<file path="config.mk">
export PLATFORM = sky130hd
export DESIGN_NAME = blake2s_hash_engine_top
export DESIGN_NICKNAME = d
export VERILOG_FILES = /design/src/rtl/core/b2s_pkg.sv /design/src/rtl/core/blake2s_hash_engine_top.sv
export SDC_FILE = /design/constraint.sdc
export NUM_CORES = 2
export LEC_CHECK = 0
export BUFFER_PORTS_ARGS = -buffer_cell sky130_fd_sc_hd__buf_2
export CAP_MARGIN = 20
export CORE_ASPECT_RATIO = 0.9
export CORE_MARGIN = 2
export CORE_UTILIZATION = 60
export CTS_BUF_LIST = sky130_fd_sc_hd__clkbuf_4 sky130_fd_sc_hd__clkbuf_8 sky130_fd_sc_hd__clkbuf_16
export DETAILED_ROUTE_END_ITERATION = 8
export HOLD_SLACK_MARGIN = 0.12
export PLACE_DENSITY = 0.76
export REMOVE_ABC_BUFFERS = 1
export SYNTH_ARGS = -nofsm -noshare
export SYNTH_HDL_FRONTEND = slang
export SYNTH_SLANG_ARGS = --single-unit
</file>
<file path="constraint.sdc">
create_clock -name clk -period 15.3 [get_ports clk]
set_input_delay 3.825 -clock clk [delete_from_list [all_inputs] [get_ports clk]]
set_output_delay 3.825 -clock clk [all_outputs]
set_load 0.05 [all_outputs]
</file>
<file path="src/rtl/core/b2s_pkg.sv">
`default_nettype none
package b2s_pkg;

	localparam int BLOCK_BYTES  = 64;
	localparam int DIGEST_BYTES = 32;
	localparam int KEY_BYTES    = 32;
	localparam int G_STEPS      = 160;

	localparam logic [31:0] PARAM_BASE = 32'h0101_0000;
	localparam logic [31:0] ALL_ONES   = 32'hFFFF_FFFF;

	localparam logic [31:0] IV [8] = '{
		32'h6A09E667, 32'hBB67AE85, 32'h3C6EF372, 32'hA54FF53A,
		32'h510E527F, 32'h9B05688C, 32'h1F83D9AB, 32'h5BE0CD19
	};

	typedef enum logic [2:0] {
		REG_DIGEST_LEN = 3'd0,
		REG_KEY_LEN    = 3'd1,
		REG_KEY_0      = 3'd2,
		REG_KEY_1      = 3'd3,
		REG_KEY_2      = 3'd4,
		REG_KEY_3      = 3'd5
	} reg_idx_t;

	typedef enum logic [0:0] {
		ACT_APPEND = 1'b0,
		ACT_FINISH = 1'b1
	} action_t;

	typedef enum logic [2:0] {
		ST_IDLE,
		ST_DISPATCH,
		ST_LOAD,
		ST_RUN,
		ST_FOLD,
		ST_EMIT
	} state_t;

	// message word schedule, position 0 in the low nibble
	function automatic logic [3:0] msg_sel(input logic [3:0] rnd, input logic [3:0] pos);
		logic [63:0] row;
		case (rnd)
			4'd0: row = 64'hFEDCBA9876543210;
			4'd1: row = 64'h357B20C16DF984AE;
			4'd2: row = 64'h491763EADF250C8B;
			4'd3: row = 64'h8F04A562EBCD1397;
			4'd4: row = 64'hD386CB1EFA427509;
			4'd5: row = 64'h91EF57D438B0A6C2;
			4'd6: row = 64'hB8293670A4DEF15C;
			4'd7: row = 64'hA2684F05931CE7BD;
			4'd8: row = 64'h5A417D2C803B9EF6;
			4'd9: row = 64'h0DC3E9BF5167482A;
			default: row = 64'h0;
		endcase
		return row[{pos, 2'b00} +: 4];
	endfunction

endpackage
`default_nettype wire

</file>
<file path="src/rtl/core/blake2s_hash_engine_top.sv">
// Append item: accept, then dispatch; accepting a byte onto a full block adds a
// compression (load, 160 half-G steps on one shared G unit, fold).
// Finish item: accept, dispatch and a compression, then one digest byte per cycle while out_ready is high.
// One item at a time; in_ready is high only when the engine is idle.
// Reset: asynchronous, active low; config returns to digest length 32, unkeyed, zero key,
// and the next item starts a new message. The block buffer is not cleared.
`default_nettype none
module blake2s_hash_engine_top (
	input  wire logic        clk,
	input  wire logic        arst_n,
	input  wire logic        wr_en,
	input  wire logic [2:0]  wr_index,
	input  wire logic [63:0] wr_data,
	input  wire logic        in_valid,
	output logic             in_ready,
	input  wire logic        action,
	input  wire logic [7:0]  data_byte,
	output logic             out_valid,
	input  wire logic        out_ready,
	output logic [7:0]       digest_byte,
	output logic             last_byte
);
	import b2s_pkg::*;

	state_t      state_q, state_nxt;
	logic [5:0]  dl_cfg_q, kl_cfg_q;
	logic [63:0] key_q [4];

	logic [31:0] chain_q [8];
	logic [31:0] v_q [16];
	logic [63:0] ctr_q;
	logic [6:0]  fill_q;
	logic        fresh_q;
	logic        key_src_q;
	logic        final_q;
	logic [5:0]  dl_q;
	logic [5:0]  kl_q;
	logic        act_q;
	logic [7:0]  byte_q;
	logic [7:0]  step_q;
	logic [4:0]  idx_q;

	logic [31:0] mem [16];
	logic [31:0] mem_rd_q;
	logic [3:0]  rd_addr, rd_addr_q;
	logic        mem_we;
	logic [3:0]  mem_wa;
	logic [1:0]  mem_lane;

	logic        in_acc, out_acc, run_done, emit_last;
	logic [5:0]  dl_sat, kl_sat;
	logic [7:0]  step_inc;

	assign in_acc    = in_valid && in_ready;
	assign out_acc   = out_valid && out_ready;
	assign run_done  = (step_q == 8'(G_STEPS - 1));
	assign step_inc  = step_q + 8'd1;
	assign emit_last = ({1'b0, idx_q} + 6'd1 == dl_q);

	always_comb begin
		dl_sat = dl_cfg_q;
		if (dl_cfg_q == 6'd0) dl_sat = 6'd1;
		else if (dl_cfg_q > 6'(DIGEST_BYTES)) dl_sat = 6'(DIGEST_BYTES);
		kl_sat = (kl_cfg_q > 6'(KEY_BYTES)) ? 6'(KEY_BYTES) : kl_cfg_q;
	end

	// next state
	always_comb begin
		state_nxt = state_q;
		unique case (state_q)
			ST_IDLE:     if (in_acc) state_nxt = ST_DISPATCH;
			ST_DISPATCH: begin
				if (act_q == ACT_FINISH || fill_q == 7'(BLOCK_BYTES)) state_nxt = ST_LOAD;
				else state_nxt = ST_IDLE;
			end
			ST_LOAD:     state_nxt = ST_RUN;
			ST_RUN:      if (run_done) state_nxt = ST_FOLD;
			ST_FOLD:     state_nxt = final_q ? ST_EMIT : ST_IDLE;
			ST_EMIT:     if (out_acc && emit_last) state_nxt = ST_IDLE;
			default:     state_nxt = ST_IDLE;
		endcase
	end

	// outputs
	always_comb begin
		in_ready  = (state_q == ST_IDLE);
		out_valid = (state_q == ST_EMIT);
	end

	assign digest_byte = chain_q[idx_q[4:2]][{idx_q[1:0], 3'b000} +: 8];
	assign last_byte   = emit_last;

	// message word fetch and padding mask
	assign rd_addr = (state_q == ST_RUN) ? msg_sel(step_inc[7:4], {step_inc[3:1], step_inc[0]})
	                                     : 4'd0;

	logic [31:0] msg_word;
	always_comb begin
		logic [31:0] raw;
		logic [6:0]  len;
		// two message words per 64-bit key register
		raw = key_src_q ? key_q[rd_addr_q[2:1]][{rd_addr_q[0], 5'b00000} +: 32] : mem_rd_q;
		len = key_src_q ? {1'b0, kl_q} : fill_q;
		for (int b = 0; b < 4; b++) begin
			msg_word[b*8 +: 8] = ({1'b0, rd_addr_q, 2'(b)} < len) ? raw[b*8 +: 8] : 8'h00;
		end
	end

	// shared G unit: half a G per cycle on fixed slots 0, 4, 8, 12, then rotate rows
	logic [31:0] v_nxt [16];
	always_comb begin
		logic [31:0] a1, b1, c1, d1, td, tb;
		logic [31:0] v_tmp [16];
		logic [1:0]  k [4];
		logic [1:0]  col;
		a1 = v_q[0] + v_q[4] + msg_word;
		td = v_q[12] ^ a1;
		d1 = step_q[0] ? {td[7:0], td[31:8]} : {td[15:0], td[31:16]};
		c1 = v_q[8] + d1;
		tb = v_q[4] ^ c1;
		b1 = step_q[0] ? {tb[6:0], tb[31:7]} : {tb[11:0], tb[31:12]};
		for (int i = 0; i < 16; i++) v_tmp[i] = v_q[i];
		v_tmp[0]  = a1;
		v_tmp[4]  = b1;
		v_tmp[8]  = c1;
		v_tmp[12] = d1;
		k[0] = 2'd1; k[1] = 2'd1; k[2] = 2'd1; k[3] = 2'd1;
		if (step_q[3:1] == 3'd3) begin
			k[1] = 2'd2; k[2] = 2'd3; k[3] = 2'd0;
		end else if (step_q[3:1] == 3'd7) begin
			k[1] = 2'd0; k[2] = 2'd3; k[3] = 2'd2;
		end
		for (int r = 0; r < 4; r++) begin
			for (int j = 0; j < 4; j++) begin
				col = 2'(j) + k[r];
				v_nxt[r*4 + j] = step_q[0] ? v_tmp[{2'(r), col}] : v_tmp[r*4 + j];
			end
		end
	end

	// buffer write: appended byte, or the held byte at slot 0 after a full block
	always_comb begin
		mem_we   = 1'b0;
		mem_wa   = fill_q[5:2];
		mem_lane = fill_q[1:0];
		if (state_q == ST_DISPATCH && act_q == ACT_APPEND && fill_q != 7'(BLOCK_BYTES))
			mem_we = 1'b1;
		if (state_q == ST_FOLD && !final_q) begin
			mem_we   = 1'b1;
			mem_wa   = 4'd0;
			mem_lane = 2'd0;
		end
	end

	always_ff @(posedge clk) begin
		if (mem_we) mem[mem_wa][{mem_lane, 3'b000} +: 8] <= byte_q;
		mem_rd_q  <= mem[rd_addr];
		rd_addr_q <= rd_addr;
	end

	always_ff @(posedge clk or negedge arst_n) begin
		if (!arst_n) begin
			state_q  <= ST_IDLE;
			dl_cfg_q <= 6'(DIGEST_BYTES);
			kl_cfg_q <= 6'd0;
			for (int i = 0; i < 4; i++) key_q[i] <= 64'd0;
			ctr_q     <= 64'd0;
			fill_q    <= 7'd0;
			fresh_q   <= 1'b1;
			key_src_q <= 1'b0;
			final_q   <= 1'b0;
			dl_q      <= 6'(DIGEST_BYTES);
			kl_q      <= 6'd0;
			step_q    <= 8'd0;
			idx_q     <= 5'd0;
		end else begin
			state_q <= state_nxt;
			if (wr_en) begin
				case (wr_index)
					REG_DIGEST_LEN: dl_cfg_q <= wr_data[5:0];
					REG_KEY_LEN:    kl_cfg_q <= wr_data[5:0];
					REG_KEY_0:      key_q[0] <= wr_data;
					REG_KEY_1:      key_q[1] <= wr_data;
					REG_KEY_2:      key_q[2] <= wr_data;
					REG_KEY_3:      key_q[3] <= wr_data;
					default: ;
				endcase
			end
			unique case (state_q)
				ST_IDLE: begin
					if (in_acc && fresh_q) begin
						fresh_q   <= 1'b0;
						ctr_q     <= 64'd0;
						dl_q      <= dl_sat;
						kl_q      <= kl_sat;
						key_src_q <= (kl_sat != 6'd0);
						fill_q    <= (kl_sat != 6'd0) ? 7'(BLOCK_BYTES) : 7'd0;
					end
				end
				ST_DISPATCH: begin
					if (act_q == ACT_FINISH) begin
						ctr_q   <= ctr_q + 64'(fill_q);
						final_q <= 1'b1;
					end else if (fill_q == 7'(BLOCK_BYTES)) begin
						ctr_q   <= ctr_q + 64'(BLOCK_BYTES);
						final_q <= 1'b0;
					end else begin
						fill_q <= fill_q + 7'd1;
					end
					step_q <= 8'd0;
				end
				ST_RUN: step_q <= run_done ? 8'd0 : step_inc;
				ST_FOLD: begin
					if (final_q) begin
						idx_q <= 5'd0;
					end else begin
						fill_q    <= 7'd1;
						key_src_q <= 1'b0;
					end
				end
				ST_EMIT: begin
					if (out_acc) begin
						idx_q <= idx_q + 5'd1;
						if (emit_last) fresh_q <= 1'b1;
					end
				end
				default: ;
			endcase
		end
	end

	// payload registers
	always_ff @(posedge clk) begin
		if (in_acc) begin
			act_q  <= action;
			byte_q <= data_byte;
		end
		if (state_q == ST_IDLE && in_acc && fresh_q) begin
			for (int i = 1; i < 8; i++) chain_q[i] <= IV[i];
			chain_q[0] <= IV[0] ^ PARAM_BASE ^ {18'd0, kl_sat, 2'b00, dl_sat};
		end
		if (state_q == ST_LOAD) begin
			for (int i = 0; i < 8; i++) v_q[i] <= chain_q[i];
			for (int i = 0; i < 4; i++) v_q[8 + i] <= IV[i];
			v_q[12] <= IV[4] ^ ctr_q[31:0];
			v_q[13] <= IV[5] ^ ctr_q[63:32];
			v_q[14] <= final_q ? (IV[6] ^ ALL_ONES) : IV[6];
			v_q[15] <= IV[7];
		end
		if (state_q == ST_RUN) begin
			for (int i = 0; i < 16; i++) v_q[i] <= v_nxt[i];
		end
		if (state_q == ST_FOLD) begin
			for (int i = 0; i < 8; i++) chain_q[i] <= chain_q[i] ^ v_q[i] ^ v_q[i + 8];
		end
	end

	a_ready_excl: assert property (@(posedge clk) disable iff (!arst_n)
		!(in_ready && out_valid)) else $error("in_ready while digest pending");
	a_fill_range: assert property (@(posedge clk) disable iff (!arst_n)
		fill_q <= 7'(BLOCK_BYTES)) else $error("fill count overflow");
	a_step_range: assert property (@(posedge clk) disable iff (!arst_n)
		step_q < 8'(G_STEPS)) else $error("G step out of range");
	a_emit_idx: assert property (@(posedge clk) disable iff (!arst_n)
		out_valid |-> ({1'b0, idx_q} < dl_q)) else $error("digest index past length");
	a_emit_end: assert property (@(posedge clk) disable iff (!arst_n)
		(out_acc && last_byte) |=> (in_ready && fresh_q)) else $error("message not closed");

endmodule
`default_nettype wire

</file>
==> out/results.ini <==
[sta]
hold_ws_ps = 469.7
tightest_slew_ps = 1305
slew_viol_final = 0
setup_viol = 0
max_slew_margin_pct = 12.97
rsz0062_at_grt = false
finalCritPeriodShare_pct = 71.03
fin_worst_skew_ps = 61.62
min_period_ps = 10870
hold_viol = 0
clock.fmax_mhz = 92.02

[detailed_routing]
routed_wl_mm = 287.0
drt_iter0_drc = 9909
drc = 0
vias = 66090
viasPerCell = 6.853
drt_first_pass_iters = 7
final_antenna_net_count = 0
wl_per_cell_um = 29.76

[synth]
synth-main-ff-cell = edfxtp_1
ys_ff_latch = 1695
synth_area_leaders = edfxtp_1, dfrtp_1, mux4_2
yosysWarnings = 0
synth_common_cells = edfxtp_1, nand2_1, nor2_1, o21ai_0, a21oi_1
yosysMostFrequentCell = edfxtp_1
synth-seq-area-share_pct = 54.01
yosysTopAreaCell = edfxtp_1
ys_types = 95
netlist.area_leader.share_pct = 40.54
synth.avg_cell_area_sq_um = 11.49
syn_area_sq_um = 88370
synth_edf_count = 1193
syn_inst = 7693
async_reset_ff_share_pct = 21.83

[final_layout]
drive_gt1_share_pct = 13.95
nets = 7738
area_growth_syn_to_layout_pct = 8.788
fin_util_pct = 65.80

[grt]
grt_pass1_wl_mm = 421.1
grt_max_degree = 222
grt-ovfl-total = 0
grtUsageTotal_pct = 37.68
grt_pass1_vias = 62770
antenna_found_initial = 22

[setup_path]
worstPathMaxFanout = 72
critPathMaxStageDelay_ps = 650
slowest_stage = a2111oi_0
critPathKind = flop to flop
cp_top_family = compound AO/OA/AOI/OAI gates
arrival_ps = 11500
worst_path_most_repeated_cell = ha_1
start_kind = flop
worstPathBufferInverterCount = 4
end_kind = flop
cp.required_ps = 15930

[place]
gp_congestion = 1.007
io_buffer_count = 91
hpwlAfterDp_mm = 189.9

[cts]
clockBufferDepth = 3
cts_root_buffer = clkbuf_16
cts_max_level = 4
cts.clk_slew.worst_paths_ps = 60
cts_sinks = 1695
cts_setup_buffers = 0
clk_latency_ps = 850
cts_resized = 0
cts_buffers = 172
hold_buffers = 0
cts_tree = built

[floorplan]
start_util_pct = 60.49
placeableCoreArea_sq_um = 146100
die_w_um = 408.5
num_rows = 133
die-area_sq_um = 150400
io_pins = 92
die_h_um = 368.1

[run]
maxCapViolations = 0

[worst_hold_path]
min_path_type = flop to flop

[outcome]
status = finished, final reports clean

## cell type report
cell class | count | area [sq um]
Antenna cell | 10 | 25.02
Clock inverter | 78 | 868.3
Sequential cell | 1695 | 47750
Multi-Input combinational cell | 5399 | 38380
Fill cell | 10800 | 49970
Inverter | 68 | 271.5
Timing Repair Buffer | 193 | 1363
Tap cell | 1957 | 2449
Clock buffer | 244 | 5034
## worst reg2reg max path: cells and delay by family (launching register included)
kind / cells / cell delay [ps]
AOI/OAI and AO/OA: 15 / 4720
xor gates and xnor gates: 3 / 1460
adders and majority gates: 5 / 1640
buffers and inverters: 4 / 1070
DFF: 1 / 340
muxes: 1 / 300
and+or+nand+nor: 5 / 1110
## flip-flops by register name, summed over array words and instances (netlist names), 8 cells and up
register / count
mem: 512
v_q: 512
byte_q: 8
chain_q: 256
mem_rd_q: 32
key_q: 256
ctr_q: 64
step_q: 8
## cell usage in the layout, fill, tap and decap left out, types with 34 or more instances in the layout
cell type,Yosys,routed
a31oi_1,41,41
mux2i_1,248,248
or3_1,148,148
xor2_1,222,222
o211ai_1,95,95
edfxtp_1,1193,1193
nor2_1,552,549
o21ai_0,482,482
dfrtp_1,367,362
ha_1,94,94
mux2_2,295,295
and3_1,68,66
a21o_1,52,52
a21oi_1,481,477
buf_2,36,91
a221oi_1,44,44
nor3_1,70,68
o31ai_1,44,44
fa_1,34,34
clkbuf_4,0,49
clkbuf_16,0,176
and2_1,65,65
dfxtp_1,132,130
a211o_1,45,45
mux4_2,208,208
buf_4,14,89
a22o_1,46,46
inv_1,65,63
nand3_1,178,177
nand2_1,1060,1055
xnor2_1,346,346
a211oi_1,79,79
a22oi_1,41,41
## metrics by stage
step,TNS (ps),area [sq um],std cells,worst slack [ps]
5_1_grt,0,96120,9636,4020
3_3_place_gp,0,90100,9305,4722
2_1_floorplan,-1482550,86210,7162,-9667
6_report,0,96140,9644,4433
4_1_cts,0,96020,9628,4319
3_5_place_dp,0,90120,9306,4444
## final timing paths
kind / start / end / slack, ps / depth (start not counted)
setup / recovery: key_src_q / v_q[1][17] / 4430 / 33
hold / removal: dl_q[5] / dl_q[5] / 470 / 2
setup reg to reg: key_src_q / v_q[1][17] / 4430 / 33
hold reg to reg: dl_q[5] / dl_q[5] / 470 / 2
max in group asynchronous: arst_n / step_q[3] / 10220 / 3
min in group asynchronous: arst_n / kl_cfg_q[2] / 3010 / 1
## routing by layer
layer	global-route usage (%)	up-vias	part of all wire, %
li1	-	28000	-
met1	51.21	32640	37
met2	55.34	4576	44
met3	11.93	844	14
met4	17.64	28	5.4
met5	0	-	0.056
## logic make-up after synthesis
kind of cell | count (synthesis) | share of synthesized area (%)
compound gates | 1646 | 11.61
xor+xnor | 595 | 6.332
fa+ha+maj | 128 | 2.101
buf+inv | 599 | 2.740
flops | 1695 | 54.01
mux | 751 | 11.87
simple gates | 2279 | 11.34
Power is left out: the tool's default activity adds up to more than one toggle a clock period on the data nets, which glitch-free logic cannot reach.
